===== src/design/mode_string_parser_top_assert.svh =====
// Assertion macros for the mode string parser.
// Each check samples on the rising edge of clock and is off while reset is high.
`ifndef MODE_STRING_PARSER_TOP_ASSERT_SVH
`define MODE_STRING_PARSER_TOP_ASSERT_SVH
`ifndef SYNTHESIS
`define MSP_ASSERT_IMPL(lbl, ante, cons) \
   lbl: assert property (@(posedge clock) disable iff (reset) (ante) |-> (cons)) \
      else $error("mode string parser check failed");
`define MSP_ASSERT_NEXT(lbl, ante, cons) \
   lbl: assert property (@(posedge clock) disable iff (reset) (ante) |=> (cons)) \
      else $error("mode string parser check failed");
`else
`define MSP_ASSERT_IMPL(lbl, ante, cons)
`define MSP_ASSERT_NEXT(lbl, ante, cons)
`endif
`endif


===== src/design/msp_pkg.sv =====
package msp_pkg;

   localparam logic [11:0] PERM_ALL     = 12'o7777;
   localparam logic [11:0] UMASK_RESET  = 12'd18;
   localparam logic [15:0] MODE_ERROR   = 16'hFFFF;
   localparam logic [3:0]  TYPE_DIR     = 4'o4;

   // who letters
   localparam logic [11:0] WHO_ALL      = 12'o6777;
   localparam logic [11:0] WHO_GROUP    = 12'o2070;
   localparam logic [11:0] WHO_OTHER    = 12'o0007;
   localparam logic [11:0] WHO_USER     = 12'o4700;

   // perm letters
   localparam logic [11:0] BITS_R       = 12'o0444;
   localparam logic [11:0] BITS_W       = 12'o0222;
   localparam logic [11:0] BITS_X       = 12'o0111;
   localparam logic [11:0] BITS_SETID   = 12'o6000;
   localparam logic [11:0] BITS_STICKY  = 12'o1000;

   // character codes
   localparam logic [7:0] CH_NUL   = 8'h00;
   localparam logic [7:0] CH_0     = 8'h30;
   localparam logic [7:0] CH_7     = 8'h37;
   localparam logic [7:0] CH_PLUS  = 8'h2B;
   localparam logic [7:0] CH_MINUS = 8'h2D;
   localparam logic [7:0] CH_EQ    = 8'h3D;
   localparam logic [7:0] CH_COMMA = 8'h2C;
   localparam logic [7:0] CH_A     = 8'h61;
   localparam logic [7:0] CH_G     = 8'h67;
   localparam logic [7:0] CH_O     = 8'h6F;
   localparam logic [7:0] CH_U     = 8'h75;
   localparam logic [7:0] CH_R     = 8'h72;
   localparam logic [7:0] CH_W     = 8'h77;
   localparam logic [7:0] CH_X     = 8'h78;
   localparam logic [7:0] CH_BIG_X = 8'h58;
   localparam logic [7:0] CH_S     = 8'h73;
   localparam logic [7:0] CH_T     = 8'h74;

   typedef struct packed {
      logic [7:0]  ch;
      logic        start_req;
      logic [15:0] file_mode;
   } item_type;

   typedef struct packed {
      logic [15:0] new_mode;
      logic        error;
   } result_type;

endpackage


===== src/design/msp_parse.sv =====
module msp_parse (
   input  logic                clock,
   input  logic                reset,
   input  logic                fire,
   input  msp_pkg::item_type   item,
   input  logic [11:0]         umask,
   output msp_pkg::result_type result
);

   typedef enum logic [1:0] {PH_WHO, PH_COPY, PH_PERM, PH_DONE} phase_type;
   typedef enum logic [1:0] {OP_NONE, OP_ADD, OP_SUB, OP_SET} op_type;

   phase_type   phase_ff, phase_in;
   op_type      kind_ff, kind_in;
   logic [15:0] mode_ff, mode_in;
   logic [11:0] who_ff, who_in;
   logic [11:0] clr_ff, clr_in;
   logic [11:0] perm_ff, perm_in;
   logic [11:0] oct_ff, oct_in;
   logic        allo_ff, allo_in;
   logic        err_ff, err_in;

   always_comb begin
      logic [14:0] oct_sum;
      logic [2:0]  grp;
      logic [11:0] sel;

      phase_in = phase_ff;
      kind_in  = kind_ff;
      mode_in  = mode_ff;
      who_in   = who_ff;
      clr_in   = clr_ff;
      perm_in  = perm_ff;
      oct_in   = oct_ff;
      allo_in  = allo_ff;
      err_in   = err_ff;
      oct_sum  = '0;
      grp      = '0;
      sel      = '0;

      // start of a string: fresh parse on the sampled mode
      if (item.start_req) begin
         phase_in = PH_WHO;
         kind_in  = OP_NONE;
         mode_in  = item.file_mode;
         who_in   = '0;
         clr_in   = '0;
         perm_in  = '0;
         oct_in   = '0;
         allo_in  = 1'b1;
         err_in   = 1'b0;
      end

      // octal accumulation, saturating
      if (item.ch != msp_pkg::CH_NUL) begin
         if (item.ch inside {[msp_pkg::CH_0:msp_pkg::CH_7]}) begin
            oct_sum = {oct_in, item.ch[2:0]};
            oct_in  = (oct_sum[14:12] != 3'b000) ? msp_pkg::PERM_ALL : oct_sum[11:0];
         end else begin
            allo_in = 1'b0;
         end
      end

      case (phase_in)
         PH_WHO: begin
            case (item.ch)
               msp_pkg::CH_A: who_in = who_in | msp_pkg::WHO_ALL;
               msp_pkg::CH_G: who_in = who_in | msp_pkg::WHO_GROUP;
               msp_pkg::CH_O: who_in = who_in | msp_pkg::WHO_OTHER;
               msp_pkg::CH_U: who_in = who_in | msp_pkg::WHO_USER;
               default: begin
                  if (who_in != '0) begin
                     clr_in = who_in;
                  end else begin
                     clr_in = msp_pkg::PERM_ALL;
                     who_in = ~umask & msp_pkg::PERM_ALL;
                  end
                  perm_in  = '0;
                  phase_in = PH_COPY;
                  case (item.ch)
                     msp_pkg::CH_PLUS:  kind_in = OP_ADD;
                     msp_pkg::CH_MINUS: kind_in = OP_SUB;
                     msp_pkg::CH_EQ:    kind_in = OP_SET;
                     default: begin
                        perm_in  = perm_ff;
                        err_in   = 1'b1;
                        phase_in = PH_DONE;
                     end
                  endcase
               end
            endcase
         end
         PH_COPY, PH_PERM: begin
            if (phase_in == PH_COPY && (item.ch == msp_pkg::CH_G ||
                item.ch == msp_pkg::CH_O || item.ch == msp_pkg::CH_U)) begin
               // copy another class's current rwx
               if (item.ch == msp_pkg::CH_G) begin
                  grp = mode_in[5:3];
               end else if (item.ch == msp_pkg::CH_O) begin
                  grp = mode_in[2:0];
               end else begin
                  grp = mode_in[8:6];
               end
               if (grp[2]) perm_in = perm_in | msp_pkg::BITS_R;
               if (grp[1]) perm_in = perm_in | msp_pkg::BITS_W;
               if (grp[0]) perm_in = perm_in | msp_pkg::BITS_X;
            end else begin
               phase_in = PH_PERM;
               case (item.ch)
                  msp_pkg::CH_BIG_X: begin
                     if (mode_in[15:12] == msp_pkg::TYPE_DIR ||
                         (mode_in[11:0] & msp_pkg::BITS_X) != '0) begin
                        perm_in = perm_in | msp_pkg::BITS_X;
                     end
                  end
                  msp_pkg::CH_R: perm_in = perm_in | msp_pkg::BITS_R;
                  msp_pkg::CH_S: perm_in = perm_in | msp_pkg::BITS_SETID;
                  msp_pkg::CH_T: perm_in = perm_in | msp_pkg::BITS_STICKY;
                  msp_pkg::CH_W: perm_in = perm_in | msp_pkg::BITS_W;
                  msp_pkg::CH_X: perm_in = perm_in | msp_pkg::BITS_X;
                  default: begin
                     // clause ends: apply it to the running mode
                     sel = perm_in & who_in;
                     case (kind_in)
                        OP_ADD:  mode_in[11:0] = mode_in[11:0] | sel;
                        OP_SUB:  mode_in[11:0] = mode_in[11:0] & ~sel;
                        OP_SET:  mode_in[11:0] = (mode_in[11:0] & ~clr_in) | sel;
                        default: mode_in[11:0] = mode_in[11:0];
                     endcase
                     if (item.ch == msp_pkg::CH_COMMA) begin
                        who_in   = '0;
                        phase_in = PH_WHO;
                     end else begin
                        phase_in = PH_DONE;
                     end
                  end
               endcase
            end
         end
         default: phase_in = PH_DONE;
      endcase

      if (allo_in) begin
         result.new_mode = {4'b0000, oct_in};
         result.error    = 1'b0;
      end else if (err_in) begin
         result.new_mode = msp_pkg::MODE_ERROR;
         result.error    = 1'b1;
      end else begin
         result.new_mode = mode_in;
         result.error    = 1'b0;
      end
   end

   always_ff @(posedge clock) begin
      if (reset || (fire && item.ch == msp_pkg::CH_NUL)) begin
         phase_ff <= PH_WHO;
         kind_ff  <= OP_NONE;
         mode_ff  <= '0;
         who_ff   <= '0;
         clr_ff   <= '0;
         perm_ff  <= '0;
         oct_ff   <= '0;
         allo_ff  <= 1'b1;
         err_ff   <= 1'b0;
      end else if (fire) begin
         phase_ff <= phase_in;
         kind_ff  <= kind_in;
         mode_ff  <= mode_in;
         who_ff   <= who_in;
         clr_ff   <= clr_in;
         perm_ff  <= perm_in;
         oct_ff   <= oct_in;
         allo_ff  <= allo_in;
         err_ff   <= err_in;
      end
   end

endmodule


===== src/design/mode_string_parser_top.sv =====
// Mode string parser: applies a chmod-style mode string to a 16-bit file mode.
// Input channel (req_*): one character per item; req_start_req marks the first
// character of a string and samples req_file_mode; a NUL character ends it.
// Result channel (rsp_*): one item per NUL, carrying the new mode and an error
// flag (mode reads all ones on error). Other characters produce no result.
// csr_wr_en/csr_wr_data write the 12-bit umask; write only while idle.
// An accepted item is evaluated from the input register, and a NUL's result is
// registered in the output register, which drives rsp_*.
// Throughput: one item per cycle while no NUL waits behind a stalled result.
// A stalled result holds in the output register; the input register keeps
// taking non-NUL characters, and only a NUL behind a stalled result waits.
// Reset clears both valid flags and the parse state; umask returns to 022.
`include "mode_string_parser_top_assert.svh"

module mode_string_parser_top (
   input  logic        clock,
   input  logic        reset,
   // input channel
   input  logic        req_valid,
   output logic        req_stall,
   input  logic [7:0]  req_ch,
   input  logic        req_start_req,
   input  logic [15:0] req_file_mode,
   // result channel
   output logic        rsp_valid,
   input  logic        rsp_stall,
   output logic [15:0] rsp_new_mode,
   output logic        rsp_error,
   // umask register
   input  logic        csr_wr_en,
   input  logic [11:0] csr_wr_data
);

   logic                s1_valid_ff, s1_valid_in;
   msp_pkg::item_type   s1_item_ff;
   logic                out_valid_ff, out_valid_in;
   msp_pkg::result_type out_ff;
   logic [11:0]         umask_ff;

   msp_pkg::result_type step_result;
   logic                s1_nul;
   logic                s1_fire;
   logic                req_take;
   logic                rsp_take;

   // A NUL in the input register needs a free output slot; anything else
   // retires unconditionally.
   assign s1_nul    = (s1_item_ff.ch == msp_pkg::CH_NUL);
   assign rsp_take  = out_valid_ff && !rsp_stall;
   assign s1_fire   = s1_valid_ff && (!s1_nul || !out_valid_ff || !rsp_stall);
   assign req_stall = s1_valid_ff && !s1_fire;
   assign req_take  = req_valid && !req_stall;

   always_comb begin
      s1_valid_in = s1_valid_ff;
      if (req_take) begin
         s1_valid_in = 1'b1;
      end else if (s1_fire) begin
         s1_valid_in = 1'b0;
      end

      out_valid_in = out_valid_ff;
      if (s1_fire && s1_nul) begin
         out_valid_in = 1'b1;
      end else if (rsp_take) begin
         out_valid_in = 1'b0;
      end
   end

   always_ff @(posedge clock) begin
      if (reset) begin
         s1_valid_ff  <= 1'b0;
         out_valid_ff <= 1'b0;
         umask_ff     <= msp_pkg::UMASK_RESET;
      end else begin
         s1_valid_ff  <= s1_valid_in;
         out_valid_ff <= out_valid_in;
         if (csr_wr_en) begin
            umask_ff <= csr_wr_data;
         end
      end
   end

   // payload registers, no reset needed
   always_ff @(posedge clock) begin
      if (req_take) begin
         s1_item_ff <= '{ch: req_ch, start_req: req_start_req, file_mode: req_file_mode};
      end
      if (s1_fire && s1_nul) begin
         out_ff <= step_result;
      end
   end

   msp_parse u_parse (
      .clock  (clock),
      .reset  (reset),
      .fire   (s1_fire),
      .item   (s1_item_ff),
      .umask  (umask_ff),
      .result (step_result)
   );

   assign rsp_valid    = out_valid_ff;
   assign rsp_new_mode = out_ff.new_mode;
   assign rsp_error    = out_ff.error;

   `MSP_ASSERT_IMPL(a_err_mode, rsp_valid && rsp_error, rsp_new_mode == msp_pkg::MODE_ERROR)
   `MSP_ASSERT_IMPL(a_stall_full, req_stall, s1_valid_ff && s1_nul && out_valid_ff)
   `MSP_ASSERT_NEXT(a_result_out, s1_fire && s1_nul, rsp_valid)
   `MSP_ASSERT_NEXT(a_hold_result, rsp_valid && rsp_stall, rsp_valid && $stable(rsp_new_mode))

endmodule

===== config.mk =====
export PLATFORM = sky130hd
export DESIGN_NAME = mode_string_parser_top
export DESIGN_NICKNAME = d
export VERILOG_FILES = /design/src/design/msp_pkg.sv /design/src/design/msp_parse.sv /design/src/design/mode_string_parser_top.sv
export VERILOG_INCLUDE_DIRS = /design/src /design/src/design
export SDC_FILE = /design/constraint.sdc
export NUM_CORES = 1
export LEC_CHECK = 0
export BUFFER_PORTS_ARGS = -buffer_cell sky130_fd_sc_hd__buf_2
export CORE_MARGIN = 5
export CORE_UTILIZATION = 60
export DETAILED_ROUTE_END_ITERATION = 10
export PLACE_DENSITY_LB_ADDON = 0.1
export RECOVER_POWER = 50
export SLEW_MARGIN = 10
export SYNTH_ARGS = -nofsm -noshare
export SYNTH_HDL_FRONTEND = slang
export SYNTH_HIERARCHICAL = 1
export SYNTH_SLANG_ARGS = --single-unit

===== constraint.sdc =====
create_clock -name clock -period 5.45 [get_ports clock]
set_clock_uncertainty 0.1 [all_clocks]
set_input_delay 0.8175 -clock clock [delete_from_list [all_inputs] [get_ports clock]]
set_output_delay 0.8175 -clock clock [all_outputs]
set_load 0.01 [all_outputs]

Word level (Yosys, flattened, before mapping)
Index checks and enable logic that the tools add are counted.

cells by class
  equal/unequal tests = 21
  add/subtract/negate cells = 0
  $lt $le $gt $ge = 2
  bitwise logic cells = 8
  mux-type cells = 58
  div/mod/pow operators = 0
  reduce and logical (&&, ||, !) cells = 31
  multiply operators = 0
  shifts and indexed selects = 0

operators by type and width
  operator              count
  $mux W12              20
  $eq A8 B7 Y1 const B  10
  $pmux W12 S6          1
  $pmux W12 S2          2
  $pmux W12 S4          1
  $and A12 B12 Y12      3
  $not A12 Y12          3
  $pmux W12 S3          1
  $eq A8 B6 Y1 const B  4
  $or A12 B12 Y12       2
  $reduce_bool A12 Y1   2
  $mux W2               9
  $mux W17              1
  $mux W16              1
  $mux W7               2
  $mux W13              1
  $mux W3               4
  $mux W1               11
  $mux W9               1
  $ge A8 B6 Y1 const B  1
  $le A8 B6 Y1 const B  1
  $logic_not A8 Y1      1
  $mux W8               1
  $reduce_bool A8 Y1    1
  17 further kinds      36

word-level totals
  latch bits = 0
  bits in read-only memories = 0
  output and inout bits = 19
  register bits = 126
  memory bits (writable) = 0
  memories kept = 0
  input bits = 42
  logic and storage cells = 138

Logic depth before layout (Yosys ltp)
  depth after elaboration = 11
  mapped depth = 14
  gate-level depth less buffers = 10

Cells and area by module
Netlist, hierarchy kept.

modules (own cells, without submodules)
  module                  times used  cells an instance  sequential area each (µm²)  area an instance (µm²)
  msp_parse               1           662                1,401.3                     4,767.1
  mode_string_parser_top  1           98                 1,541.5                     1,835.5

Worst setup path before layout
OpenSTA, ideal clock, no wires.

  path kind = reg2reg
  from = register s1_item_ff[16] (netlist name)
  to = register out_ff, in the netlist rsp_new_mode[2] (data pin)
  library setup time = 0.262 ns
  required time = 5.088 ns
  path buffers = 4
  period minus slack after synthesis = 2.911 ns
  slack = 2.539 ns
  stages on the path, launching flop included = 10
  arrival = 2.549 ns
  cell sequence = edfxtp_1 > buf_2 > buf_2 > buf_1 > nor2b_1 > ha_1 > or4_1 > buf_2 > a22oi_1 > a21oi_1

RTL lines
  what                    line                          text
  start, declared         mode_string_parser_top.sv:35  msp_pkg::item_type s1_item_ff;
  start signal, assigned  mode_string_parser_top.sv:87  s1_item_ff <= '{ch: req_ch, start_req: req_start_req, file_mode: req_file_mode};
  end signal, assigned    mode_string_parser_top.sv:90  out_ff <= step_result;
  end, declared           mode_string_parser_top.sv:37  msp_pkg::result_type out_ff;

Worst setup path in the final report
  from = register s1_item_ff[20] (netlist name)
  to = register u_parse.kind_ff[0]

on the way
  cells in the longest elaborated chain, start to end = 7
  elaborated cells on any way between the ends = 18
  classes of those cells = eq/ne (7); mux (3); reduce/logical (8)

RTL lines
  what                                  line                          text
  $logic_not A8 Y1 (*)                  mode_string_parser_top.sv:48  assign s1_nul = (s1_item_ff.ch == msp_pkg::CH_NUL);
  $logic_not A1 Y1 (*)                  mode_string_parser_top.sv:50  assign s1_fire = s1_valid_ff && (!s1_nul || !out_valid_ff || !rsp_stall);
  $logic_or A1 B1 Y1 (*) (2 in series)  mode_string_parser_top.sv:50
  $logic_and A1 B1 Y1 (*)               mode_string_parser_top.sv:50
  named net s1_fire                     mode_string_parser_top.sv:42  logic s1_fire;
  $logic_and A1 B1 Y1                   msp_parse.sv:156              if (reset || (fire && item.ch == msp_pkg::CH_NUL)) begin
  $logic_or A1 B1 Y1                    msp_parse.sv:156
  end signal, assigned                  msp_parse.sv:168              kind_ff <= kind_in;
  end, declared                         msp_parse.sv:14               op_type kind_ff, kind_in;

The timed path passes the listed nets; every way through them passes the cells marked *.
A chain may end at the register's enable or synchronous reset.

==> impl_metrics.py <==
metrics = {
    "routing": {
        "met1_length_um": 8303,
        "drc": 0,
        "ant_nets": 0,
        "met2_length_um": 9254,
        "vias": 6334,
        "wl_per_cell_um": 21.82,
        "wl_met3_um": 2329,
        "avgViaCountPerCell": 6.696,
        "wirelength_um": 20640,
        "drt_iter0_drc": 770,
        "dr.pass1.iters": 6,
        "top_layer": "met4",
    },
    "timing": {
        "max_slew_margin_pct": -29.77,
        "fmax_mhz": 262.1,
        "rsz0062_at_grt": "no",
        "finalSetupViolations": 0,
        "setup_tns_ns": 0,
        "hold_viol": 0,
        "tightest_slew_ns": 1.942,
        "drv_slew": 18,
        "min_period_over_period_pct": 70.01,
        "period_needed_ns": 3.815,
    },
    "logic_synthesis": {
        "syn_inst": 760,
        "yosysUniqueCellTypes": 75,
        "yosys.area.top_type_share_pct": 25.47,
        "ys_ff_latch": 126,
        "synth-main-ff-cell": "dfxtp_1",
        "syn-num-nets": 805,
        "async_reset_ff_share_pct": 0,
        "syn_area_per_cell_um2": 8.688,
        "seq_area_frac_synth_pct": 44.57,
        "synth-edff-count": 42,
        "synthesis.area_um2": 6603,
        "synth_area_leaders": "dfxtp_1 (25%), edfxtp_1 (19%), nand2_1 (6.5%)",
        "yosysWarnings": 6,
        "synth_area_leader_cell": "dfxtp_1",
    },
    "grt": {
        "grt_pass1_wl_um": 32400,
        "grt_start_max_net_pins": 41,
        "grt_remaining_overflow": 0,
        "grt_pass1_vias": 5949,
        "antenna_found_initial": 0,
        "grtUsageTotal_pct": 31.84,
    },
    "clock_tree": {
        "insertion_delay_ns": 0.53,
        "postCtsSetupBuffers": 0,
        "clk_path_buf_depth": 2,
        "path_clk_slew_ns": 0.06,
        "cts.repair.resized": 0,
        "clock-root-buffer": "clkbuf_8",
        "tritoncts": "yes",
        "clock_sinks": 126,
        "htree_levels": 4,
        "cts_hold_buf": 0,
        "cts_buffers": 17,
    },
    "final_layout": {
        "multi_input_area_um2": 3383,
        "fin_area_um2": 7498,
        "regArea_um2": 2943,
        "nNetsFinal": 838,
        "drive_gt1_share_pct": 12.78,
        "stdcell_count": 946,
        "diodes": 0,
        "synthToLayoutAreaGrowth_pct": 13.57,
        "n_fill_cell": 886,
    },
    "outcome": {
        "status": "complete, but fails checks",
        "violations": "max-capacitance violations, max-slew violations",
    },
    "critical_path": {
        "worstPathArrival_ns": 4.15,
        "cp.required_ns": 5.78,
        "end_kind": "flop",
        "path_cells": "or4_1 > o31a_2 > a41oi_1 > and2_1 > nand2_1 > o31ai_1",
        "max_stage_delay_ns": 0.72,
        "crit_fanout": 23,
        "critPathSlowestCell": "a41oi_1",
        "critPathKind": "reg -> reg",
        "start_kind": "flop",
    },
    "power_and_ir_drop": {
        "vdd_drop_max_v": 0.0003237,
        "powerDensity_nw_per_um2": 340.5,
        "p_leak_nw": 2.826,
        "finalPower_mw": 2.553,
    },
    "floorplanning": {
        "floorplan.initialDensity_pct": 61.18,
        "die_y_um": 114.9,
        "core_area_um2": 10790,
        "die_area_um2": 13200,
        "placementRows": 38,
        "die_w_um": 114.9,
        "ios": 61,
    },
    "min_path": {
        "hp-class": "in -> reg",
    },
    "placed_design": {
        "dpl_cell_area_um2": 6919,
        "dp.cells": 914,
        "port_buffers": 60,
        "dp_hpwl_um": 14470,
        "routabilityCongestion": 0.9960,
    },
    "run": {
        "max_cap_viol_count": 1,
    },
}
[logic make-up after synthesis]
| kind of cell | share of synthesized area (%) |
|---|---|
| simple gates | 22.51 |
| mux | 4.245 |
| buf+inv | 4.074 |
| compound gates | 23.90 |
| xor+xnor | 0.1327 |
| fa+ha+maj | 0.5686 |
| flops | 44.57 |
[critical path, delay by kind of cell, from the launching register on]
kind | cells | cell delay (ns)
and+or+nand+nor | 3 | 1.42
AOI/OAI and AO/OA | 3 | 1.49
DFF | 1 | 0.71
[metal layers]
layer,global-route usage [%],vias up
li1,-,2877
met1,42.36,2968
met2,48.73,426
met3,9.684,63
met4,12.60,0
met5,0,-
[power breakdown]
part	internal (mW)	switching, mW
logic	0.106	0.189
registers	1.02	0.0542
clock network	0.772	0.411
[cells in the mapped netlist, types with 11 or more instances]
cell type and count:
a22oi_1 12, inv_1 11, dfxtp_1 84, mux2i_1 19, a21o_1 11, nor3_1 18, o211ai_1 13, nor2_1 49
nand3_1 30, nand2_1 114, edfxtp_1 42, buf_2 13, o21ai_0 56, a21oi_1 70, clkbuf_1 33, nor2b_1 17
[metrics by stage]
stage / utilization, % / hold slack (ns) / worst slack, ns
after floorplan: - / 0.3190 / 2.539
after global placement: 64.11 / 0.3355 / 1.884
after detailed placement: 64.11 / 0.3467 / 1.726
after CTS: 69.88 / 0.3347 / 1.710
after global routing: 69.48 / 0.3393 / 1.525
final: 69.48 / 0.3550 / 1.635
[cell type report]
type | instances | area share, %
Tap cell | 140 | 2.336
Clock inverter | 10 | 1.702
Sequential cell | 126 | 39.25
Inverter | 11 | 0.5506
Timing Repair Buffer | 68 | 4.439
Clock buffer | 22 | 6.608
Multi-Input combinational cell | 569 | 45.12
[registers in the layout, summed over array words and instances (netlist names), 2 cells and up]
register	flops
u_parse/kind_ff	2
rsp_new_mode	16
u_parse/perm_ff	12
u_parse/mode_ff	16
s1_item_ff	25
u_parse/oct_ff	12
u_parse/who_ff	12
umask_ff	12
u_parse/phase_ff	2
u_parse/clr_ff	12
[placed cells by master (no fill, tap or decap), types with 19 or more instances in the layout]
| master | synthesis | routed |
|---|---|---|
| nand2_1 | 114 | 114 |
| dfxtp_1 | 84 | 84 |
| a21oi_1 | 70 | 70 |
| o21ai_0 | 56 | 56 |
| nor2_1 | 49 | 49 |
| edfxtp_1 | 42 | 42 |
| buf_2 | 13 | 41 |
| nand3_1 | 30 | 30 |
| clkbuf_1 | 33 | 21 |
| mux2i_1 | 19 | 19 |
[worst paths after layout]
check / startpoint / endpoint / slack [ns] / cells after the start
min: req_file_mode[11] / s1_item_ff[11] / 0.35 / 1
max: s1_item_ff[20] / u_parse/kind_ff[0] / 1.63 / 6
min reg2reg: u_parse/clr_ff[6] / u_parse/clr_ff[6] / 0.35 / 2
max reg2reg: s1_item_ff[20] / u_parse/kind_ff[0] / 1.63 / 6
Power figures use the tool's default switching activity.
